<file path="src/rtl/esdt_pkg.sv">
// Shared widths, constants and month table for the epoch seconds to date/time converter.
package esdt_pkg;

  // Port widths
  localparam int IN_W    = 32;
  localparam int YEAR_W  = 11;
  localparam int MONTH_W = 4;
  localparam int DAY_W   = 5;
  localparam int HOUR_W  = 5;
  localparam int MIN_W   = 6;
  localparam int SECF_W  = 6;
  localparam int DOY_W   = 9;

  localparam logic [YEAR_W-1:0] EPOCH_YEAR = 11'd1904;

  // Seconds to days: s / 86400 = (s >> 7) / 675, reciprocal of 675 scaled by 2^35
  localparam logic [25:0] DAY_RECIP   = 26'd50903316;
  localparam int          DAY_SHIFT   = 35;
  localparam logic [9:0]  DAY_ODD     = 10'd675;

  // Days to four-year cycles, reciprocal of 1461 scaled by 2^21
  localparam logic [10:0] CYC_RECIP      = 11'd1435;
  localparam int          CYC_SHIFT      = 21;
  localparam logic [10:0] DAYS_PER_CYCLE = 11'd1461;

  // Second of day to hour, reciprocal of 3600 scaled by 2^22
  localparam logic [10:0] HOUR_RECIP    = 11'd1165;
  localparam int          HOUR_SHIFT    = 22;
  localparam logic [11:0] SECS_PER_HOUR = 12'd3600;

  // Second of hour to minute, reciprocal of 60 scaled by 2^17
  localparam logic [11:0] MIN_RECIP    = 12'd2184;
  localparam int          MIN_SHIFT    = 17;
  localparam logic [5:0]  SECS_PER_MIN = 6'd60;

  // Year lengths inside a four-year cycle
  localparam logic [8:0]  LEAP_DAYS   = 9'd366;
  localparam logic [8:0]  COMMON_DAYS = 9'd365;

  // First day of year of each month, index 12 is the year length
  function automatic logic [DOY_W-1:0] month_start(input logic leap, input logic [3:0] idx);
    logic [DOY_W-1:0] base;
    logic             adj;
    unique case (idx)
      4'd0:    base = 9'd0;
      4'd1:    base = 9'd31;
      4'd2:    base = 9'd59;
      4'd3:    base = 9'd90;
      4'd4:    base = 9'd120;
      4'd5:    base = 9'd151;
      4'd6:    base = 9'd181;
      4'd7:    base = 9'd212;
      4'd8:    base = 9'd243;
      4'd9:    base = 9'd273;
      4'd10:   base = 9'd304;
      4'd11:   base = 9'd334;
      4'd12:   base = 9'd365;
      default: base = 9'd0;
    endcase
    // February 29 shifts every month after February by one day
    adj = leap && (idx >= 4'd2) && (idx <= 4'd12);
    return base + {8'd0, adj};
  endfunction

endpackage

</file>
<file path="src/rtl/esdt_month.sv">
// Day of year to month and day of month lookup.
module esdt_month (
  input  logic [esdt_pkg::DOY_W-1:0]   doy,
  input  logic                         leap,
  output logic [esdt_pkg::MONTH_W-1:0] month,
  output logic [esdt_pkg::DAY_W-1:0]   day
);
  import esdt_pkg::*;

  logic [3:0]       mon_idx;
  logic [DOY_W-1:0] start;
  logic [DOY_W-1:0] day_full;

  // Count month starts at or below the day of year; the table rises, so this is the month index
  always_comb begin
    mon_idx = 4'd0;
    for (int i = 1; i < 12; i++) begin
      if (doy >= month_start(leap, 4'(i))) begin
        mon_idx = mon_idx + 4'd1;
      end
    end
  end

  assign start    = month_start(leap, mon_idx);
  assign day_full = doy - start + 9'd1;
  assign day      = day_full[DAY_W-1:0];
  assign month    = mon_idx + 4'd1;

endmodule

</file>
<file path="src/rtl/epoch_seconds_to_date_time_core.sv">
// Top level: pipelined conversion of seconds since 1904-01-01 to calendar date and time.
//
// Accepts one count of seconds per cycle while not stalled and returns year, month, day,
// hour, minute and second from the output register. The nine register stages carry a
// valid bit each; every division by a constant is a reciprocal multiply in one stage,
// a multiply-back and subtract in the next and a single compare-and-correct step after.
// When the result is not taken, the whole pipeline holds and src_ready drops; in-flight
// items are kept, never dropped or repeated. Every 32-bit input maps to 1904..2040 with
// the simple every-fourth-year leap rule, and an exact year boundary starts the new year.
module epoch_seconds_to_date_time_core (
  input  logic                          clk,
  input  logic                          rst,
  input  logic                          src_valid,
  output logic                          src_ready,
  input  logic [esdt_pkg::IN_W-1:0]     seconds_since_epoch,
  output logic                          res_valid,
  input  logic                          res_ready,
  output logic [esdt_pkg::YEAR_W-1:0]   year,
  output logic [esdt_pkg::MONTH_W-1:0]  month,
  output logic [esdt_pkg::DAY_W-1:0]    day,
  output logic [esdt_pkg::HOUR_W-1:0]   hour,
  output logic [esdt_pkg::MIN_W-1:0]    minute,
  output logic [esdt_pkg::SECF_W-1:0]   second
);
  import esdt_pkg::*;

  logic       adv;
  logic [9:1] vld;

  // Stage 1: reciprocal multiply for days
  logic [24:0] s1_q;
  logic [6:0]  s1_lo;
  logic [50:0] s1_prod;
  // Stage 2: day estimate and remainder
  logic [15:0] s2_est;
  logic [10:0] s2_rem;
  logic [6:0]  s2_lo;
  logic [24:0] s2_rem_full;
  logic [15:0] s2_est_next;
  // Stage 3: corrected days and second of day
  logic [15:0] s3_days;
  logic [16:0] s3_sod;
  logic [9:0]  s3_r_next;
  // Stage 4: reciprocal multiplies for cycle and hour
  logic [15:0] s4_days;
  logic [16:0] s4_sod;
  logic [26:0] s4_prod_c;
  logic [27:0] s4_prod_h;
  // Stage 5: estimates and remainders
  logic [5:0]  s5_cyc;
  logic [11:0] s5_crem;
  logic [4:0]  s5_hour;
  logic [12:0] s5_hrem;
  logic [5:0]  s5_cyc_next;
  logic [4:0]  s5_hour_next;
  logic [15:0] s5_crem_full;
  logic [16:0] s5_hrem_full;
  // Stage 6: corrected cycle, day of cycle, hour, second of hour
  logic [5:0]  s6_cyc;
  logic [10:0] s6_rem;
  logic [4:0]  s6_hour;
  logic [11:0] s6_msec;
  // Stage 7: year, day of year, minute multiply
  logic [YEAR_W-1:0] s7_year;
  logic [DOY_W-1:0]  s7_doy;
  logic              s7_leap;
  logic [4:0]        s7_hour;
  logic [11:0]       s7_msec;
  logic [23:0]       s7_prod_m;
  logic [1:0]        s7_yoff_next;
  logic [DOY_W-1:0]  s7_doy_next;
  logic [10:0]       s7_r;
  // Stage 8: month, day, minute estimate
  logic [YEAR_W-1:0]  s8_year;
  logic [MONTH_W-1:0] s8_month;
  logic [DAY_W-1:0]   s8_day;
  logic [4:0]         s8_hour;
  logic [5:0]         s8_min;
  logic [6:0]         s8_srem;
  logic [5:0]         s8_min_next;
  logic [11:0]        s8_srem_full;
  logic [MONTH_W-1:0] mon_month;
  logic [DAY_W-1:0]   mon_day;

  // Advance the whole pipeline unless a finished result is waiting
  assign adv       = res_ready | ~vld[9];
  assign src_ready = adv;
  assign res_valid = vld[9];

  // Shift valid bits with the data
  always_ff @(posedge clk) begin
    if (rst) begin
      vld <= '0;
    end else if (adv) begin
      vld <= {vld[8:1], src_valid};
    end
  end

  // Stage 1: split off the power-of-two part of 86400, multiply by 1/675
  always_ff @(posedge clk) begin
    if (adv) begin
      s1_q    <= seconds_since_epoch[31:7];
      s1_lo   <= seconds_since_epoch[6:0];
      s1_prod <= 51'(seconds_since_epoch[31:7]) * 51'(DAY_RECIP);
    end
  end

  // Stage 2: day estimate, low by at most one
  assign s2_est_next = s1_prod[50:DAY_SHIFT];
  assign s2_rem_full = s1_q - 25'(s2_est_next) * 25'(DAY_ODD);

  always_ff @(posedge clk) begin
    if (adv) begin
      s2_est <= s2_est_next;
      s2_rem <= s2_rem_full[10:0];
      s2_lo  <= s1_lo;
    end
  end

  // Stage 3: correct day count, rebuild second of day
  assign s3_r_next = (s2_rem >= 11'(DAY_ODD)) ? 10'(s2_rem - 11'(DAY_ODD)) : s2_rem[9:0];

  always_ff @(posedge clk) begin
    if (adv) begin
      s3_days <= (s2_rem >= 11'(DAY_ODD)) ? s2_est + 16'd1 : s2_est;
      s3_sod  <= {s3_r_next, s2_lo};
    end
  end

  // Stage 4: multiply by 1/1461 and 1/3600
  always_ff @(posedge clk) begin
    if (adv) begin
      s4_days   <= s3_days;
      s4_sod    <= s3_sod;
      s4_prod_c <= 27'(s3_days) * 27'(CYC_RECIP);
      s4_prod_h <= 28'(s3_sod) * 28'(HOUR_RECIP);
    end
  end

  // Stage 5: cycle and hour estimates with remainders
  assign s5_cyc_next  = s4_prod_c[26:CYC_SHIFT];
  assign s5_hour_next = s4_prod_h[26:HOUR_SHIFT];
  assign s5_crem_full = s4_days - 16'(s5_cyc_next) * 16'(DAYS_PER_CYCLE);
  assign s5_hrem_full = s4_sod - 17'(s5_hour_next) * 17'(SECS_PER_HOUR);

  always_ff @(posedge clk) begin
    if (adv) begin
      s5_cyc  <= s5_cyc_next;
      s5_crem <= s5_crem_full[11:0];
      s5_hour <= s5_hour_next;
      s5_hrem <= s5_hrem_full[12:0];
    end
  end

  // Stage 6: correct cycle and hour
  always_ff @(posedge clk) begin
    if (adv) begin
      if (s5_crem >= 12'(DAYS_PER_CYCLE)) begin
        s6_cyc <= s5_cyc + 6'd1;
        s6_rem <= 11'(s5_crem - 12'(DAYS_PER_CYCLE));
      end else begin
        s6_cyc <= s5_cyc;
        s6_rem <= s5_crem[10:0];
      end
      if (s5_hrem >= 13'(SECS_PER_HOUR)) begin
        s6_hour <= s5_hour + 5'd1;
        s6_msec <= 12'(s5_hrem - 13'(SECS_PER_HOUR));
      end else begin
        s6_hour <= s5_hour;
        s6_msec <= s5_hrem[11:0];
      end
    end
  end

  // Stage 7: year within the cycle; the leap year comes first
  assign s7_r = s6_rem - 11'(LEAP_DAYS);

  always_comb begin
    priority if (s6_rem < 11'(LEAP_DAYS)) begin
      s7_yoff_next = 2'd0;
      s7_doy_next  = s6_rem[8:0];
    end else if (s7_r >= 11'(2 * COMMON_DAYS)) begin
      s7_yoff_next = 2'd3;
      s7_doy_next  = 9'(s7_r - 11'(2 * COMMON_DAYS));
    end else if (s7_r >= 11'(COMMON_DAYS)) begin
      s7_yoff_next = 2'd2;
      s7_doy_next  = 9'(s7_r - 11'(COMMON_DAYS));
    end else begin
      s7_yoff_next = 2'd1;
      s7_doy_next  = s7_r[8:0];
    end
  end

  always_ff @(posedge clk) begin
    if (adv) begin
      s7_year   <= EPOCH_YEAR + 11'({s6_cyc, 2'b00}) + 11'(s7_yoff_next);
      s7_doy    <= s7_doy_next;
      s7_leap   <= (s6_rem < 11'(LEAP_DAYS));
      s7_hour   <= s6_hour;
      s7_msec   <= s6_msec;
      s7_prod_m <= 24'(s6_msec) * 24'(MIN_RECIP);
    end
  end

  // Stage 8: month and day lookup, minute estimate
  esdt_month u_month (
    .doy   (s7_doy),
    .leap  (s7_leap),
    .month (mon_month),
    .day   (mon_day)
  );

  assign s8_min_next  = s7_prod_m[22:MIN_SHIFT];
  assign s8_srem_full = s7_msec - 12'(s8_min_next) * 12'(SECS_PER_MIN);

  always_ff @(posedge clk) begin
    if (adv) begin
      s8_year  <= s7_year;
      s8_month <= mon_month;
      s8_day   <= mon_day;
      s8_hour  <= s7_hour;
      s8_min   <= s8_min_next;
      s8_srem  <= s8_srem_full[6:0];
    end
  end

  // Stage 9: correct minute, drive the output register
  always_ff @(posedge clk) begin
    if (adv) begin
      year  <= s8_year;
      month <= s8_month;
      day   <= s8_day;
      hour  <= s8_hour;
      if (s8_srem >= 7'(SECS_PER_MIN)) begin
        minute <= s8_min + 6'd1;
        second <= 6'(s8_srem - 7'(SECS_PER_MIN));
      end else begin
        minute <= s8_min;
        second <= s8_srem[5:0];
      end
    end
  end

  // One correction step is enough for the day division
  a_day_rem: assert property (@(posedge clk) disable iff (rst)
    vld[3] |-> (s3_sod < 17'd86400))
    else $error("second of day out of range");

  // Cycle and hour corrections leave in-range remainders
  a_cyc_rem: assert property (@(posedge clk) disable iff (rst)
    vld[6] |-> (s6_rem < 11'(DAYS_PER_CYCLE)) && (s6_msec < SECS_PER_HOUR))
    else $error("cycle or hour remainder out of range");

  // Results fall inside calendar ranges
  a_calendar: assert property (@(posedge clk) disable iff (rst)
    res_valid |-> (month >= 4'd1) && (month <= 4'd12) && (day >= 5'd1) && (hour <= 5'd23)
                  && (minute <= 6'd59) && (second <= 6'd59))
    else $error("result field out of range");

  // A transfer in shows up in the first stage
  a_enter: assert property (@(posedge clk) disable iff (rst)
    src_valid && src_ready |=> vld[1])
    else $error("accepted item lost at entry");

  // A stalled result holds its valid bit and those of the stages behind it
  a_hold: assert property (@(posedge clk) disable iff (rst)
    res_valid && !res_ready |=> $stable(vld))
    else $error("pipeline moved during stall");

endmodule

</file>
<file path="config.mk">
export PLATFORM = sky130hd
export DESIGN_NAME = epoch_seconds_to_date_time_core
export DESIGN_NICKNAME = d
export VERILOG_FILES = /design/src/rtl/esdt_pkg.sv /design/src/rtl/esdt_month.sv /design/src/rtl/epoch_seconds_to_date_time_core.sv
export SDC_FILE = /design/constraint.sdc
export NUM_CORES = 1
export LEC_CHECK = 0
export BUFFER_PORTS_ARGS = -buffer_cell sky130_fd_sc_hd__buf_2
export CORE_ASPECT_RATIO = 0.5
export CORE_UTILIZATION = 40
export DETAILED_ROUTE_END_ITERATION = 7
export HOLD_SLACK_MARGIN = 0.06
export PLACE_DENSITY = 0.56
export SYNTH_ARGS = -nofsm -noshare
export SYNTH_HDL_FRONTEND = slang
export SYNTH_SLANG_ARGS = --single-unit
</file>
<file path="constraint.sdc">
create_clock -name clk -period 14.1 [get_ports clk]
set_input_delay 1.41 -clock clk [delete_from_list [all_inputs] [get_ports clk]]
set_output_delay 1.41 -clock clk [all_outputs]
set_load 0.01 [all_outputs]
</file>
### Word-level counts from Yosys, hierarchy flattened

Memories as Yosys holds them, arrays and structs flattened.
Index checks and enable logic that the tools add are counted.

* output and inout bits: 39
* memory bits (read-only): 144
* register bits: 420
* memories kept: 1

* magnitude comparators: 20
* add/sub/neg operators: 41
* multiplexer cells: 25
* reductions and logical operators: 2
* bitwise operators: 2
* $mul: 8

Memories
* (no name shown): depth 16, width 9, rd ports 1, clocked after memory_dff 0, write ports 0, line esdt_pkg.sv:44 `unique case (idx)`

Operator list (count)
* 9-bit >= comparator: 7
* 25-bit by 24-bit multiplier with 49-bit output (second input constant): 1
* 4-bit by 1-bit adder with 4-bit output (second input constant): 11
* 4-bit two-way mux: 10
* 8-bit by 1-bit adder with 9-bit output (first input constant): 4
* 9-bit by 1-bit adder with 9-bit output (first input constant): 3
* 16-bit by 11-bit multiplier with 27-bit output (second input constant): 1
* 17-bit by 11-bit multiplier with 27-bit output (second input constant): 1
* 9-bit two-way mux: 3
* 11-bit by 10-bit >= comparator with 1-bit output (second input constant): 2
* 12-bit by 9-bit multiplier with 20-bit output (second input constant): 1
* 9-bit by 8-bit >= comparator with 1-bit output: 2
* 6-bit two-way mux: 3
* 16-bit by 1-bit adder with 16-bit output (second input constant): 1
* 7-bit by 1-bit adder with 8-bit output (first input constant): 2
* 16-bit by 10-bit multiplier with 11-bit output (second input constant): 1
* 16-bit two-way mux: 1
* 13-bit by 12-bit >= comparator with 1-bit output (second input constant): 1
* 13-bit subtractor: 1
* 6-bit by 1-bit adder with 6-bit output (second input constant): 2
* 12-bit by 11-bit >= comparator with 1-bit output (second input constant): 1
* 6-bit by 11-bit multiplier with 12-bit output (second input constant): 1
* 12-bit two-way mux: 1
* 12-bit subtractor: 1
* other kinds (32): 36

### Logic depth before layout (Yosys ltp)

* depth after elaboration: 28
* mapped depth: 48
* depth with buffers taken out: 47

### Hierarchy

Synthesis repeated with hierarchy kept, for this count alone.

* cell total of the unflattened synthesis: 2731
* area, all modules: 31880.6 µm²

By module, submodules not included
* epoch_seconds_to_date_time_core: area each 30266.5 µm², cells each 2525, sequential area each 9729.3 µm², instances 1
* esdt_month: area each 1614.0 µm², cells each 206, sequential area each 0.0 µm², instances 1

### Worst setup path after synthesis

Ideal clock, no wire load.

* path type: input -> register
* from: input port res_ready
* to: register day[0] (netlist name) (enable)
* required time: 11.415 ns
* cell stages on the path: 3
* slack: 3.653 ns
* arrival: 7.761 ns
* path buffers: 1
* path through: nor2b_1 -> clkbuf_1 -> clkinv_1

* word-level cells in the longest chain between the ends: 1

Ends and longest elaborated chain
* start: declaration: line epoch_seconds_to_date_time_core.sv:17 `input logic res_ready,`
* 1-bit OR: line epoch_seconds_to_date_time_core.sv:86 `assign adv = res_ready | ~vld[9];`
* named net src_ready: line epoch_seconds_to_date_time_core.sv:14 `output logic src_ready,`
* end signal: assignment: line epoch_seconds_to_date_time_core.sv:232 `day <= s8_day;`
* end: declaration: line epoch_seconds_to_date_time_core.sv:20 `output logic [esdt_pkg::DAY_W-1:0] day,`

The timed path passes the listed nets, and every way through them passes these cells.
A chain may end at the register's enable or synchronous reset.

### Worst setup path in the final report

* from: register s7_doy[2]
* to: register s8_day[4] (data pin)

* word-level cells in the longest chain between the ends: 28
* elaborated cells on any way between the ends: 40

Ends and longest elaborated chain
* start: declaration: line epoch_seconds_to_date_time_core.sv:65 `logic [DOY_W-1:0] s7_doy;`
* start signal: assignment: line epoch_seconds_to_date_time_core.sv:197 `s7_doy <= s7_doy_next;`
* 9-bit by 5-bit >= comparator with 1-bit output: line esdt_month.sv:18 `if (doy >= month_start(leap, 4'(i))) begin`
* 1-bit two-way mux: line esdt_month.sv:18
* 4-bit by 1-bit adder with 4-bit output: line esdt_month.sv:19 `mon_idx = mon_idx + 4'd1;`
* 4-bit two-way mux: line esdt_month.sv:18
* 4-bit by 1-bit adder with 4-bit output: line esdt_month.sv:19
* 4-bit two-way mux: line esdt_month.sv:18
* 4-bit by 1-bit adder with 4-bit output: line esdt_month.sv:19
* 4-bit two-way mux: line esdt_month.sv:18
* [12 not listed]
* 4-bit by 1-bit adder with 4-bit output: line esdt_month.sv:19
* 4-bit two-way mux: line esdt_month.sv:18
* 4-bit by 2-bit >= comparator with 1-bit output: line esdt_pkg.sv:61 `adj = leap && (idx >= 4'd2) && (idx <= 4'd12);`
* 1-bit logical AND (2 in series): line esdt_pkg.sv:61
* 5-bit by 1-bit adder with 5-bit output: line esdt_pkg.sv:62 `return base + {8'd0, adj};`
* 5-bit subtractor (*): line esdt_month.sv:25 `assign day_full = doy - start + 9'd1;`
* 5-bit by 1-bit adder with 5-bit output (*): line esdt_month.sv:25
* named net mon_day[4]: line epoch_seconds_to_date_time_core.sv:83 `logic [DAY_W-1:0] mon_day;`
* end signal: assignment: line epoch_seconds_to_date_time_core.sv:220 `s8_day <= mon_day;`
* end: declaration: line epoch_seconds_to_date_time_core.sv:76 `logic [DAY_W-1:0] s8_day;`

The timed path passes the listed nets; every way through them passes the cells marked *.

==> reports/qor.yml <==
status: "finished, final reports clean"
hold_start: "s6_cyc[1]"
final-seq-area_um2: 9730
numCtsBuffers: 37
hp-class: "register to register"
ant_nets: 0
cts_setup_buffers: 0
first_pass_iters: 7
period_share_pct: 74.1
grt_pass1_vias: 19700
fin_worst_skew_ps: 13.2
routed_wl_um: 55800
viasPerCell: 4.81
portBuffers: 74
fin_tns_setup_ps: 0
num_io_pins: 75
start_util_pct: 40.9
vias: 18800
synth_area_um2: 31900
slowest_delay_ps: 580
gp_congestion: 0.847
num_antenna_cells: 0
ys.flop_type: "edfxtp_1"
syn_inst: 2746
fin_hold_ws_ps: 413
synth_top_area_share_pct: 29.9
n_fill_cell: 7267
cts_root_buf: "clkbuf_16"
core_area_um2: 78100
crit_fanout: 12
hpwl_um: 44300
yosys_warnings: 0
grt_first_pass_wirelength_um: 95900
wl_per_cell_um: 14.3
reg2regPathDepth: 46
start_kind: "register"
dieWidth_um: 402
hold_buffers: 0
layout-drive-gt1-share_pct: 5.69
slew_violations: 0
crit_path_end_kind: "register"
multiInputGateArea_um2: 20000
fin_crit_ps: 10440
cts.sinks: 327
overflow: 0
ys_seq_elements: 327
pre_cts_slack_ps: 3760
dieArea_um2: 81000
cpMostUsedCell: "ha_1"
rsz0062_at_grt: "no"
slew_headroom_pct: 21.9
required_ps: 14410
rrSetupSlack_ps: 3660
synthTopCellsByCount: "672 x ha_1, 538 x inv_1, 318 x edfxtp_1"
r2r-end: "s8_day[4]"
yosys.area.top_type: "edfxtp_1"
critPathKind: "register to register"
arrival_ps: 10750
grtUsageTotal_pct: 14.5
cts.clk_slew.worst_paths_ps: 60
synth_seq_area_share_pct: 30.5
cts_tree: "built"
setup_viol_count_final: 0
dpl.cell_count: 3834
r2r_start: "s7_doy[2]"
yosys-top-cells-area: "edfxtp_1 30%, ha_1 26%, fa_1 18%, inv_1 6.3%, xnor2_1 3.8%"
synth_edf_count: 318
drc: 0
syn_avg_cell_area_um2: 11.6
ys_async_sr_fraction_pct: 0
crit_slowest_cell: "edfxtp_1"
hold_path_depth: 0
tightest_slew_ps: 1170
fin_ws_ps: 3660
clk_latency_ps: 560
cts_max_level: 2
initialDrtViolationCount: 653
antenna_found_initial: 0
fmax_mhz: 95.8
synth_nets: 3747
area_growth_syn_to_layout_pct: 8.82
hold_violations: 0
rows: 72
synth_most_common_cell: "ha_1"
clockBufferDepth: 3
grt_max_degree: 94
cts_resized: 0
stdcell_count: 3899
die_h_um: 202
synth_cell_type_count: 86
nets: 3838
drv_cap: 0
hold_end: "s7_year[3]"
## worst max-delay path, delay by kind of cell (launching register included)
| family | cells | cell delay [ps] |
|---|---|---|
| flops | 1 | 580 |
| fa+ha+maj | 14 | 4180 |
| simple gates | 10 | 1500 |
| buf+inv | 7 | 640 |
| xor+xnor | 2 | 240 |
| compound gates | 11 | 2190 |
| mux | 2 | 860 |
## worst max-delay path by stage
stage	slack [ps]	depth (start not counted)	from	to
after CTS	3700	47	s7_leap	s8_day[4]
after detailed placement	3760	46	s7_doy[2]	s8_day[4]
after global placement	4080	46	s7_doy[2]	s8_day[4]
after floorplan	3650	3	res_ready	day[0]
final	3660	46	s7_doy[2]	s8_day[4]
after global routing	2870	47	s7_leap	s8_day[4]
## logic make-up (layout without fill, tap and decap cells)
logic type / Yosys count / after routing / share of synthesized area, %
muxes: 7 / 7 / 0.231
and+or+nand+nor: 365 / 365 / 5.59
AOI/OAI and AO/OA: 320 / 320 / 6.63
adders and majority gates: 965 / 965 / 44.7
DFF: 327 / 327 / 30.5
buffers and inverters: 566 / 683 / 6.75
xor gates and xnor gates: 196 / 196 / 5.61
## registers in the layout, indices dropped and copies added, names as in the netlist, 7 cells and up
name,count
s5_hrem,13
s2_est,16
s4_sod,13
year,10
s7_msec,7
vld,9
s1_q,11
s6_msec,12
s8_year,10
s3_sod,17
s2_lo,7
s2_rem,11
s1_lo,7
s1_prod,16
s4_days,12
s3_days,16
s7_doy,9
s5_crem,12
s7_year,10
s8_srem,7
s6_rem,11
## per-layer routing
layer / track usage, % / wire [µm] / up-vias
met4: 3.64 / 1100 / 0
met3: 2.03 / 1670 / 71
met5: 0 / 0 / -
li1: - / - / 9494
met2: 24.7 / 26200 / 184
met1: 19.4 / 26900 / 9008
## metrics by stage
stage	utilization [%]	instance area (µm²)
floorplan	-	31900
global placement	42.9	33500
detailed placement	42.9	33500
CTS	44.5	34700
global route	44.5	34700
finish	44.5	34700
## cells in the final DEF, fill, tap and decap left out, types with 8 or more instances in the layout
master       n
ha_1       672
inv_1      538
edfxtp_1   318
fa_1       293
xnor2_1    137
nand2_1    106
a21oi_1     93
nor2_1      91
buf_2       74
o21ai_0     57
a21o_1      57
xor2_1      52
clkbuf_16   40
nor3_1      29
nand3_1     25
nand2b_1    24
nand4_1     23
nor2b_1     16
o21a_1      12
and2_1      10
o211ai_1     9
a211oi_1     9
o21bai_1     9
dfxtp_1      9
nor4_1       8
## area by class of cell
class / count / share of cell area (%)
clock buffer: 46 / 2.97
clock inverter: 19 / 0.587
inverter: 541 / 5.88
multi-input combinational: 1853 / 57.7
sequential: 327 / 28.0
tap: 1036 / 3.73
timing repair buffer: 77 / 1.13
Power is left out: the tool's default activity adds up to more than one toggle a clock period on the data nets, which glitch-free logic cannot reach.
